==> config.mk <==
export PLATFORM = sky130hd
export DESIGN_NAME = run_strip_triangle_index_builder
export DESIGN_NICKNAME = d
export VERILOG_FILES = /design/src/hw/rtl/rstib_pkg.sv /design/src/hw/rtl/rstib_front.sv /design/src/hw/rtl/rstib_queue.sv /design/src/hw/rtl/rstib_back.sv /design/src/hw/rtl/run_strip_triangle_index_builder.sv
export VERILOG_INCLUDE_DIRS = /design/src /design/src/hw/rtl
export SDC_FILE = /design/constraint.sdc
export NUM_CORES = 1
export LEC_CHECK = 0
export BUFFER_PORTS_ARGS = -buffer_cell sky130_fd_sc_hd__buf_4
export CELL_PAD_IN_SITES_DETAIL_PLACEMENT = 0
export CELL_PAD_IN_SITES_GLOBAL_PLACEMENT = 1
export CORE_UTILIZATION = 45
export CTS_CLUSTER_DIAMETER = 60
export DETAILED_ROUTE_END_ITERATION = 10
export GPL_TIMING_DRIVEN = 0
export PLACE_DENSITY = 0.79
export SLEW_MARGIN = 20
export SYNTH_ARGS = -nofsm -noshare
export SYNTH_HDL_FRONTEND = slang
export SYNTH_SLANG_ARGS = --single-unit
==> constraint.sdc <==
create_clock -name clk_i -period 10.7 [get_ports clk_i]
set_clock_uncertainty 0.2 [all_clocks]
set_input_delay 1.605 -clock clk_i [delete_from_list [all_inputs] [get_ports clk_i]]
set_output_delay 1.605 -clock clk_i [all_outputs]
set_load 0.02 [all_outputs]
==> src/hw/rtl/run_strip_triangle_index_builder_macros.svh <==
// Assertion helpers for the run strip triangle index builder.
`ifndef RUN_STRIP_TRIANGLE_INDEX_BUILDER_MACROS_SVH
`define RUN_STRIP_TRIANGLE_INDEX_BUILDER_MACROS_SVH

`ifndef SYNTHESIS
`define RSTIB_ASSERT_IMP(lbl, clk, rstn, ante, cons) \
  lbl: assert property (@(posedge clk) disable iff (!(rstn)) (ante) |-> (cons)) \
    else $error("rstib: same-cycle check failed");
`define RSTIB_ASSERT_NXT(lbl, clk, rstn, ante, cons) \
  lbl: assert property (@(posedge clk) disable iff (!(rstn)) (ante) |=> (cons)) \
    else $error("rstib: next-cycle check failed");
`else
`define RSTIB_ASSERT_IMP(lbl, clk, rstn, ante, cons)
`define RSTIB_ASSERT_NXT(lbl, clk, rstn, ante, cons)
`endif

`endif

==> src/hw/rtl/rstib_pkg.sv <==
`default_nettype none
package rstib_pkg;

  localparam int unsigned MAX_VERTICES = 2048;
  localparam int unsigned POS_W        = $clog2(MAX_VERTICES + 1);
  localparam int unsigned INDEX_W      = 16;
  localparam int unsigned CORNER_W     = 11;
  localparam int unsigned RUN_W        = 2;
  localparam int unsigned QUEUE_DEPTH  = 4;
  localparam int unsigned QUEUE_AW     = $clog2(QUEUE_DEPTH);
  localparam int unsigned QUEUE_CW     = $clog2(QUEUE_DEPTH + 1);

  localparam logic [RUN_W-1:0] RUN_FULL = RUN_W'(3);

  typedef enum logic {
    KIND_TRIANGLE = 1'b0,
    KIND_SUMMARY  = 1'b1
  } kind_e;

  typedef struct packed {
    logic [INDEX_W-1:0] vertex_index;
    logic               end_of_list;
  } vertex_t;

  typedef struct packed {
    kind_e               kind;
    logic [CORNER_W-1:0] corner_a;
    logic [CORNER_W-1:0] corner_b;
    logic [CORNER_W-1:0] corner_c;
    logic [CORNER_W-1:0] triangle_total;
    logic                overflow;
    logic                last;
  } result_t;

  // one queue entry: everything an item needs to produce its results
  typedef struct packed {
    logic                has_tri;
    logic                eol;
    logic [CORNER_W-1:0] corner_a;
    logic [CORNER_W-1:0] corner_b;
    logic [CORNER_W-1:0] corner_c;
    logic [CORNER_W-1:0] total;
    logic                overflow;
  } cmd_t;

endpackage
`default_nettype wire

==> src/hw/rtl/rstib_front.sv <==
`default_nettype none
module rstib_front (
  input  logic             clk_i,
  input  logic             rst_ni,
  input  logic             push_i,
  input  rstib_pkg::vertex_t vertex_i,
  input  logic             q_full_i,
  output logic             q_push_o,
  output rstib_pkg::cmd_t  q_cmd_o
);
  import rstib_pkg::*;

  logic [INDEX_W-1:0]  prev_q, prev_d;
  logic [POS_W-1:0]    pos_q, pos_d;
  logic [RUN_W-1:0]    run_q, run_d;
  logic [CORNER_W-1:0] tri_q, tri_d;
  logic                drop_q, drop_d;

  logic                accept;
  logic                at_cap;
  logic                cont;
  logic                emit_tri;
  logic [CORNER_W-1:0] p_c;
  logic [CORNER_W-1:0] p_m1;
  logic [CORNER_W-1:0] p_m2;

  assign accept = push_i && !q_full_i;
  assign at_cap = (pos_q >= POS_W'(MAX_VERTICES));
  assign cont   = (pos_q != '0) &&
                  (({1'b0, prev_q} + (INDEX_W+1)'(1)) == {1'b0, vertex_i.vertex_index});
  assign p_c    = CORNER_W'(pos_q);
  assign p_m1   = p_c - CORNER_W'(1);
  assign p_m2   = p_c - CORNER_W'(2);

  always_comb begin
    prev_d   = prev_q;
    pos_d    = pos_q;
    run_d    = run_q;
    tri_d    = tri_q;
    drop_d   = drop_q;
    emit_tri = 1'b0;
    if (accept) begin
      if (at_cap) begin
        drop_d = 1'b1;
      end else begin
        if (cont) begin
          if (run_q != RUN_FULL) begin
            run_d = run_q + RUN_W'(1);
          end
        end else begin
          run_d = RUN_W'(1);
        end
        if (run_d == RUN_FULL) begin
          emit_tri = 1'b1;
          if (tri_q != '1) begin
            tri_d = tri_q + CORNER_W'(1);
          end
        end
        prev_d = vertex_i.vertex_index;
        pos_d  = pos_q + POS_W'(1);
      end
    end
  end

  always_comb begin
    q_push_o         = accept && (emit_tri || vertex_i.end_of_list);
    q_cmd_o.has_tri  = emit_tri;
    q_cmd_o.eol      = vertex_i.end_of_list;
    q_cmd_o.corner_a = p_m2;
    // winding flips when the index two back is odd
    q_cmd_o.corner_b = vertex_i.vertex_index[0] ? p_c : p_m1;
    q_cmd_o.corner_c = vertex_i.vertex_index[0] ? p_m1 : p_c;
    q_cmd_o.total    = tri_d;
    q_cmd_o.overflow = drop_d;
  end

  always_ff @(posedge clk_i or negedge rst_ni) begin
    if (!rst_ni) begin
      prev_q <= '0;
      pos_q  <= '0;
      run_q  <= '0;
      tri_q  <= '0;
      drop_q <= 1'b0;
    end else if (accept && vertex_i.end_of_list) begin
      prev_q <= '0;
      pos_q  <= '0;
      run_q  <= '0;
      tri_q  <= '0;
      drop_q <= 1'b0;
    end else begin
      prev_q <= prev_d;
      pos_q  <= pos_d;
      run_q  <= run_d;
      tri_q  <= tri_d;
      drop_q <= drop_d;
    end
  end

endmodule
`default_nettype wire

==> src/hw/rtl/rstib_queue.sv <==
`default_nettype none
module rstib_queue (
  input  logic            clk_i,
  input  logic            rst_ni,
  input  logic            push_i,
  input  rstib_pkg::cmd_t cmd_i,
  output logic            full_o,
  input  logic            pop_i,
  output logic            empty_o,
  output rstib_pkg::cmd_t cmd_o
);
  import rstib_pkg::*;

  cmd_t                mem_q [QUEUE_DEPTH];
  logic [QUEUE_AW-1:0] wr_q, wr_d;
  logic [QUEUE_AW-1:0] rd_q, rd_d;
  logic [QUEUE_CW-1:0] cnt_q, cnt_d;
  logic                do_push;
  logic                do_pop;

  assign full_o  = (cnt_q == QUEUE_CW'(QUEUE_DEPTH));
  assign empty_o = (cnt_q == '0);
  assign cmd_o   = mem_q[rd_q];
  assign do_push = push_i && !full_o;
  assign do_pop  = pop_i && !empty_o;

  always_comb begin
    wr_d  = do_push ? QUEUE_AW'(wr_q + QUEUE_AW'(1)) : wr_q;
    rd_d  = do_pop  ? QUEUE_AW'(rd_q + QUEUE_AW'(1)) : rd_q;
    cnt_d = cnt_q;
    if (do_push && !do_pop) begin
      cnt_d = cnt_q + QUEUE_CW'(1);
    end else if (do_pop && !do_push) begin
      cnt_d = cnt_q - QUEUE_CW'(1);
    end
  end

  always_ff @(posedge clk_i) begin
    if (do_push) begin
      mem_q[wr_q] <= cmd_i;
    end
  end

  always_ff @(posedge clk_i or negedge rst_ni) begin
    if (!rst_ni) begin
      wr_q  <= '0;
      rd_q  <= '0;
      cnt_q <= '0;
    end else begin
      wr_q  <= wr_d;
      rd_q  <= rd_d;
      cnt_q <= cnt_d;
    end
  end

endmodule
`default_nettype wire

==> src/hw/rtl/rstib_back.sv <==
`default_nettype none
`include "run_strip_triangle_index_builder_macros.svh"
module rstib_back (
  input  logic               clk_i,
  input  logic               rst_ni,
  input  logic               q_empty_i,
  input  rstib_pkg::cmd_t    q_cmd_i,
  output logic               q_pop_o,
  output logic               empty_o,
  input  logic               pop_i,
  output rstib_pkg::result_t result_o
);
  import rstib_pkg::*;

  result_t res_q, res_d;
  logic    valid_q, valid_d;
  logic    phase_q, phase_d;
  logic    pop_acc;
  logic    load;
  logic    tri_now;
  logic    cmd_done;

  assign pop_acc  = pop_i && valid_q;
  assign load     = !q_empty_i && (!valid_q || pop_acc);
  assign tri_now  = q_cmd_i.has_tri && !phase_q;
  assign cmd_done = tri_now ? !q_cmd_i.eol : 1'b1;
  assign q_pop_o  = load && cmd_done;
  assign empty_o  = !valid_q;
  assign result_o = res_q;

  always_comb begin
    res_d.triangle_total = q_cmd_i.total;
    res_d.overflow       = q_cmd_i.overflow;
    if (tri_now) begin
      res_d.kind     = KIND_TRIANGLE;
      res_d.corner_a = q_cmd_i.corner_a;
      res_d.corner_b = q_cmd_i.corner_b;
      res_d.corner_c = q_cmd_i.corner_c;
      res_d.last     = 1'b0;
    end else begin
      res_d.kind     = KIND_SUMMARY;
      res_d.corner_a = '0;
      res_d.corner_b = '0;
      res_d.corner_c = '0;
      res_d.last     = 1'b1;
    end
  end

  always_comb begin
    valid_d = valid_q;
    phase_d = phase_q;
    if (load) begin
      valid_d = 1'b1;
      phase_d = !cmd_done;
    end else if (pop_acc) begin
      valid_d = 1'b0;
    end
  end

  always_ff @(posedge clk_i) begin
    if (load) begin
      res_q <= res_d;
    end
  end

  always_ff @(posedge clk_i or negedge rst_ni) begin
    if (!rst_ni) begin
      valid_q <= 1'b0;
      phase_q <= 1'b0;
    end else begin
      valid_q <= valid_d;
      phase_q <= phase_d;
    end
  end

  `RSTIB_ASSERT_IMP(a_summary_is_last, clk_i, rst_ni,
    valid_q, ((res_q.kind == KIND_SUMMARY) == res_q.last))
  `RSTIB_ASSERT_IMP(a_summary_no_corners, clk_i, rst_ni,
    valid_q && res_q.last, (res_q.corner_a == '0) && (res_q.corner_b == '0))
  `RSTIB_ASSERT_NXT(a_tri_then_summary, clk_i, rst_ni,
    load && tri_now && q_cmd_i.eol, phase_q && !q_empty_i)
  `RSTIB_ASSERT_IMP(a_phase_needs_eol, clk_i, rst_ni,
    phase_q, !q_empty_i && q_cmd_i.eol && q_cmd_i.has_tri)

endmodule
`default_nettype wire

==> src/hw/rtl/run_strip_triangle_index_builder.sv <==
`default_nettype none
// Run strip triangle index builder. Push sorted vertex indices in, one per
// cycle while full_o is low; each vertex that is the third or later of a run
// of consecutive indices yields a triangle over sorted positions, and the
// vertex marked end_of_list also yields a summary with the triangle count and
// the overflow flag, after which the list state starts over. The front stage
// classifies a vertex in its accept cycle, a four-entry queue carries the
// work, and the back stage writes one result per cycle into the output
// register while that register is free or being popped, so a result passes
// through a queue entry and then the output register on its way out.
// Input is taken in every cycle that full_o is low; output drains at one
// result per cycle while pop_i is high. A vertex that ends a list with a
// triangle yields two results, and the queue absorbs that until pop keeps pace.
module run_strip_triangle_index_builder (
  input  logic               clk_i,
  input  logic               rst_ni,
  input  logic               push_i,
  output logic               full_o,
  input  rstib_pkg::vertex_t vertex_i,
  output logic               empty_o,
  input  logic               pop_i,
  output rstib_pkg::result_t result_o
);
  import rstib_pkg::*;

  logic q_push;
  logic q_full;
  logic q_pop;
  logic q_empty;
  cmd_t cmd_in;
  cmd_t cmd_out;

  assign full_o = q_full;

  rstib_front u_front (
    .clk_i    (clk_i),
    .rst_ni   (rst_ni),
    .push_i   (push_i),
    .vertex_i (vertex_i),
    .q_full_i (q_full),
    .q_push_o (q_push),
    .q_cmd_o  (cmd_in)
  );

  rstib_queue u_queue (
    .clk_i   (clk_i),
    .rst_ni  (rst_ni),
    .push_i  (q_push),
    .cmd_i   (cmd_in),
    .full_o  (q_full),
    .pop_i   (q_pop),
    .empty_o (q_empty),
    .cmd_o   (cmd_out)
  );

  rstib_back u_back (
    .clk_i     (clk_i),
    .rst_ni    (rst_ni),
    .q_empty_i (q_empty),
    .q_cmd_i   (cmd_out),
    .q_pop_o   (q_pop),
    .empty_o   (empty_o),
    .pop_i     (pop_i),
    .result_o  (result_o)
  );

endmodule
`default_nettype wire

Word level (Yosys, flattened, before mapping)

Memory sizes are Yosys's and may differ from the RTL's.
Cells that the tools add are included.

Add/sub/neg operators: 10
$lt $le $gt $ge: 1
Equal/unequal tests: 6
Mux-type cells: 35
Reduce and logical (&&, ||, !) cells: 28

Operators by type and width:

| kind                                                      | number |
|---|---|
| 2-to-1 mux 11 bit                                         | 7 |
| 2-to-1 mux 16 bit                                         | 3 |
| 2-to-1 mux 12 bit                                         | 3 |
| 2-to-1 mux 34 bit                                         | 1 |
| adder 16 x 1 -> 17 bit, second input constant             | 1 |
| equality test 17 x 16 -> 1 bit                            | 1 |
| 2-to-1 mux 2 bit                                          | 7 |
| adder 12 x 1 -> 12 bit, second input constant             | 1 |
| greater-or-equal comparator 12 bit, second input constant | 1 |
| logical AND 1 bit                                         | 12 |
| 2-to-1 mux 1 bit                                          | 12 |
| nonzero test 12 bit                                       | 1 |
| adder 11 x 1 -> 11 bit, second input constant             | 1 |
| != test 11 bit, second input constant                     | 1 |
| subtractor 11 x 1 -> 11 bit, second input constant        | 1 |
| subtractor 11 x 2 -> 11 bit, second input constant        | 1 |
| logical NOT 1 bit                                         | 8 |
| adder 2 x 1 -> 2 bit, second input constant               | 3 |
| 2-to-1 mux 3 bit                                          | 2 |
| nonzero test 2 bit                                        | 3 |
| != test 2 bit, second input constant                      | 2 |
| adder 3 x 1 -> 3 bit, second input constant               | 1 |
| equality test 3 bit, second input constant                | 1 |
| logical NOT 3 bit                                         | 1 |
| other kinds (4)                                           | 5 |

Flip-flop bits (word level): 98
RAM bits: 188
Bits of input ports: 21
Output and inout bits: 49
Word-level logic and storage cells: 98
Memories kept: 1

Memory list:

| memory        | words | bits a word | read ports | clocked after Yosys merged registers in | wr ports | line              | text |
|---|---|---|---|---|---|---|---|
| u_queue.mem_q | 4     | 47          | 1          | 0                                       | 1        | rstib_queue.sv:14 | `cmd_t mem_q [QUEUE_DEPTH];` |

Longest topological paths before layout

Depth after elaboration: 17
Mapped depth: 14
Depth with buffers taken out: 14

Cells and area by module

Synthesis repeated with hierarchy kept, for this count alone.

Cell total of the unflattened synthesis: 760
Area, all modules: 12,162.9 µm²

By module, submodules not included:

| module      | instances | cells an instance | area each (µm²) | seq. area each (µm²) |
|---|---|---|---|---|
| rstib_queue | 1         | 282               | 7,223.2         | 5,820.6 |
| rstib_front | 1         | 384               | 3,210.6         | 1,051.0 |
| rstib_back  | 1         | 94                | 1,729.2         | 1,431.4 |

Least setup slack after synthesis

No wires, ideal clock.

Path kind: input -> register
From: in pop_i
To: reg u_queue.cnt_q[1]
Library setup time: 0.125 ns
Data arrival time: 5.904 ns
Required time: 10.375 ns
Setup slack: 4.471 ns
Stages: 7
Path buffers: 0
Path through: inv_1 -> a21oi_1 -> o21ai_0 -> ha_1 -> inv_1 -> fa_1 -> mux2_2

Longest elaborated chain between the ends: 8
Elaborated cells on any way between the ends: 10
Classes of those cells: 1 x mux; 9 x reduce/logical

Ends and longest elaborated chain:

| what                 | line                                   | text |
|---|---|---|
| from (decl)          | run_strip_triangle_index_builder.sv:21 | `input logic pop_i,` |
| logical AND 1 bit    | rstib_back.sv:23                       | `assign pop_acc = pop_i && valid_q;` |
| logical OR 1 bit     | rstib_back.sv:24                       | `assign load = !q_empty_i && (!valid_q \|\| pop_acc);` |
| logical AND 1 bit    | rstib_back.sv:24                       |  |
| net u_back.load      | rstib_back.sv:19                       | `logic load;` |
| logical AND 1 bit    | rstib_back.sv:27                       | `assign q_pop_o = load && cmd_done;` |
| logical AND 1 bit    | rstib_queue.sv:25                      | `assign do_pop = pop_i && !empty_o;` |
| logical NOT 1 bit    | rstib_queue.sv:31                      | `if (do_push && !do_pop) begin` |
| logical AND 1 bit    | rstib_queue.sv:31                      |  |
| 2-to-1 mux 3 bit     | rstib_queue.sv:31                      |  |
| net u_queue.cnt_d[1] | rstib_queue.sv:17                      | `logic [QUEUE_CW-1:0] cnt_q, cnt_d;` |
| to (signal assigned) | rstib_queue.sv:52                      | `cnt_q <= cnt_d;` |
| to (decl)            | rstib_queue.sv:17                      |  |

The timed path passes the listed nets, and every way through them passes these cells.
A chain may end at the register's enable or synchronous reset.

Worst setup path in the final report

From: in vertex_i[3] (netlist bit)
To: mem u_queue.mem_q[2][1] (netlist bit) (enable)

Longest elaborated chain between the ends: 14

Ends and longest elaborated chain:

| what                                   | line                                   | text |
|---|---|---|
| from (decl)                            | run_strip_triangle_index_builder.sv:19 | `input rstib_pkg::vertex_t vertex_i,` |
| equality test 17 x 16 -> 1 bit         | rstib_front.sv:30                      | `(({1'b0, prev_q} + (INDEX_W+1)'(1)) == {1'b0, vertex_i.vertex_index});` |
| logical AND 1 bit                      | rstib_front.sv:29                      | `assign cont = (pos_q != '0) &&` |
| 2-to-1 mux 2 bit                       | rstib_front.sv:46                      | `if (cont) begin` |
| 2-to-1 mux 2 bit                       | rstib_front.sv:43                      | `if (at_cap) begin` |
| 2-to-1 mux 2 bit                       | rstib_front.sv:42                      | `if (accept) begin` |
| equality test 2 bit                    | rstib_front.sv:53                      | `if (run_d == RUN_FULL) begin` |
| 2-to-1 mux 1 bit                       | rstib_front.sv:53                      |  |
| 2-to-1 mux 1 bit                       | rstib_front.sv:43                      |  |
| 2-to-1 mux 1 bit                       | rstib_front.sv:42                      |  |
| logical OR 1 bit                       | rstib_front.sv:66                      | `q_push_o = accept && (emit_tri \|\| vertex_i.end_of_list);` |
| logical AND 1 bit                      | rstib_front.sv:66                      |  |
| logical AND 1 bit                      | rstib_queue.sv:24                      | `assign do_push = push_i && !full_o;` |
| 2-to-1 mux 1 bit                       | rstib_queue.sv:39                      | `if (do_push) begin` |
| 2-to-1 mux 1 bit (not written as such) | rstib_queue.sv:40                      | `mem_q[wr_q] <= cmd_i;` |
| to (decl)                              | rstib_queue.sv:14                      |  |

No other way between the ends. The select of a mux whose other input is x is not followed.

==> impl_results.md <==
- H-tree levels: 1
- Number of synthesized flops with an enable pin: 234
- Slew @ Worst Pin: 0.949 ns
- RSZ-0062 raised after global routing: false
- Rel. slew slack: 0.366
- CTS tree: yes
- Slew Limit Fails: 0
- Clock transition time at the flip-flop clock pins of the worst setup and hold paths: 0.06 ns
- Sequential fraction of the synthesis area: 0.688
- Async SR Flop Fraction: 0.179
- Gr usage total: 0.175
- DRT antenna net count: 0
- Synth area leaders: edfxtp_1 58%, dfrtp_1 11%, mux4_2 8.8%
- Initial antenna violation count: 0
- Placed cell area: 13300 µm²
- GRT Residual Overflow: 0
- Mapped Cells: 754
- Setup CP Type: in2reg
- Max Freq: 0.213 GHz
- I/O pin cnt: 70
- Die width: 166 µm
- TritonRoute pass-1 iters: 7
- DRC: 8
- Leak Pwr: 5.08 nW
- Fin crit period: 4.69 ns
- Clk buf depth: 3
- Detailed placer's ending HPWL: 15300 µm
- Vias in the first global route: 6811
- Final setup violation count: 0
- CP startpoint kind: primary input
- Synth Net Count: 788
- Critical Path End Type: flop
- # Post-CTS Setup Buffers: 0
- Pwr per Cell Area: 267 nW/µm²
- Final Non-Filler Cells: 1222
- Post-CTS resize count: 0
- Initial Utilization: 0.460
- Synthesis Warnings: 0
- I/O Buffers: 69
- Global-route wire length before repair: 37500 µm
- Post-DR wirelength/cell: 19.1 µm
- Root Driver: clkbuf_16
- Fillers: 2076
- Reg2Reg Depth: 10
- Antenna diodes: 0
- Final hold violation count: 0
- Placed Cells incl. Taps: 1168
- Gp weighted congestion: 0.817
- Area leader, netlist: edfxtp_1
- Row cnt: 59
- Crit share post-route: 0.439
- Routed wire length: 23300 µm
- Top FF cell, synth: edfxtp_1
- Netlist cell types: 58
- Max-cap viol count: 0
- CTS Sinks: 285
- Failing checks: design-rule violations
- Total CTS buffers: 30
- Initial DRC Count: 432
- Largest net degree at the start of global routing: 52
- CP Data Arrival Time: 4.75 ns
- Yosys reg bits: 285
- Area Growth Syn to Fin: 17.8%
- Max rail drop VDD: 0.142 mV
- Routed vias: 6683
- Mapped Avg Cell Area: 16.0 µm²
- Fraction of layout cells with a size suffix above 1: 0.215
- Via density: 5.47
- Fin nets: 899
- TNS Setup: 0 ns
- Core Area: 26200 µm²
- Worst min-delay path class: reg2reg
- Crit Path Max Fanout: 19
- Cell Area, Synth: 12100 µm²
- Clock Latency Late Sink: 0.56 ns
- # hold bufs at CTS: 0
- Die ar.: 27500 µm²
- Worst Path Required: 10.75 ns
- Finished Cell Area: 14200 µm²
- Status: finished with violations
- Hold Path Depth: 1
- Die Height: 166 µm
- Top cell type's share of synthesized area: 0.583
==> synth_stat cells (12+ instances only) <==
library cell	number
nand2_1	34
mux4_2	47
inv_1	20
nor2_1	31
xnor2_1	38
nor2b_1	39
nor3_1	16
nand3_1	23
dfrtp_1	51
xor2_1	24
o21ai_0	15
a22o_1	18
edfxtp_1	234
a21oi_1	12
ha_1	12
clkbuf_1	28
==> metrics by stage <==
stage / total power, mW / util / setup slack (ns) / hold WS (ns)
2_1_floorplan: 2.44 / - / 4.47 / 0.256
3_3_place_gp: 2.81 / 0.496 / 2.01 / 0.265
3_5_place_dp: 2.88 / 0.508 / 5.30 / 0.276
4_1_cts: 3.83 / 0.542 / 5.87 / 0.289
5_1_grt: 3.97 / 0.542 / 5.86 / 0.299
6_report: 3.79 / 0.542 / 6.01 / 0.287
==> flip-flops by register name, summed over array words and instances (netlist names) <==
signal / flops
u_queue.mem_q: 188
u_back.valid_q: 1
u_queue.wr_q: 2
u_front.run_q: 2
u_front.tri_q: 11
u_back.phase_q: 1
u_queue.cnt_q: 3
u_queue.rd_q: 2
u_back.result_o: 46
u_front.drop_q: 1
u_front.pos_q: 12
u_front.prev_q: 16
==> placed cells by master (no fill, tap or decap), types with 18 or more instances in the layout <==
cell type | netlist | routed
mux4_2 | 47 | 47
nor2b_1 | 39 | 35
xnor2_1 | 38 | 38
a22o_1 | 18 | 18
dfrtp_1 | 51 | 51
inv_1 | 20 | 20
buf_4 | 1 | 70
clkbuf_1 | 28 | 37
edfxtp_1 | 234 | 234
nand3_1 | 23 | 23
nand2_1 | 34 | 34
nor2_1 | 31 | 31
xor2_1 | 24 | 24
clkbuf_16 | 0 | 30
==> kinds of logic after synthesis <==
group,share of synthesized area
adder cells (fa/ha/maj),0.0141
multiplexers,0.0959
XOR/XNOR,0.0470
flip-flops,0.688
AO/OA/AOI/OAI,0.0380
AND/OR/NAND/NOR,0.0976
buffers and inverters,0.0190
==> layer usage <==
layer	global-route usage	up-vias	share of wire	wire length (µm)
met5	0	-	0	0
met2	0.282	149	0.48	11200
met4	0.0536	0	0.020	477
li1	-	3106	-	-
met3	0.0268	31	0.045	1050
met1	0.246	3397	0.45	10500
==> power breakdown <==
| part | total [mW] | internal (mW) | leakage (nW) | switching [mW] |
|---|---|---|---|---|
| registers | 1.64 | 1.56 | 2.84 | 0.0824 |
| logic | 1.20 | 0.517 | 1.79 | 0.686 |
| clock network | 0.947 | 0.531 | 0.443 | 0.416 |
| total | 3.79 | 2.61 | 5.08 | 1.18 |
==> path summary, 6_finish.rpt <==
check	startpoint	to	slack, ns
worst max-delay path	vertex_i[3]	u_queue.mem_q[2][1]$_DFFE_PP_	6.01
worst min-delay path	u_back.phase_q$_DFFE_PN0P_	u_back.phase_q$_DFFE_PN0P_	0.29
worst max register to register	u_front.prev_q[0]$_DFFE_PN0P_	u_queue.mem_q[2][1]$_DFFE_PP_	6.43
worst min register to register	u_back.phase_q$_DFFE_PN0P_	u_back.phase_q$_DFFE_PN0P_	0.29
max in group asynchronous	rst_ni	u_front.tri_q[1]$_DFF_PN0_	8.93
min in group asynchronous	rst_ni	u_front.prev_q[9]$_DFFE_PN0P_	0.89
==> critical path, cell delays in order <==
cell      delay, ns
buf_4          0.13
or2b_1         0.22
or2_2          0.27
a311oi_1       0.43
o21ai_0        0.17
nor4b_1        0.52
a21oi_2        0.32
nor2b_4        0.65
buf_16         0.23
buf_16         0.17
==> area by class of cell <==
| class | instances | area, µm² | area share |
|---|---|---|---|
| clock buffers | 41 | 812 | 0.0572 |
| clock inverters | 13 | 85.1 | 0.00599 |
| inverters | 20 | 75.1 | 0.00528 |
| flip-flops and latches | 285 | 8300 | 0.584 |
| multi-input cells | 410 | 3580 | 0.252 |
| well taps | 335 | 419 | 0.0295 |
| repair buffers | 79 | 781 | 0.0550 |
| plain buffers | 39 | 154 | 0.0108 |
(Power assumes the default switching activity.)
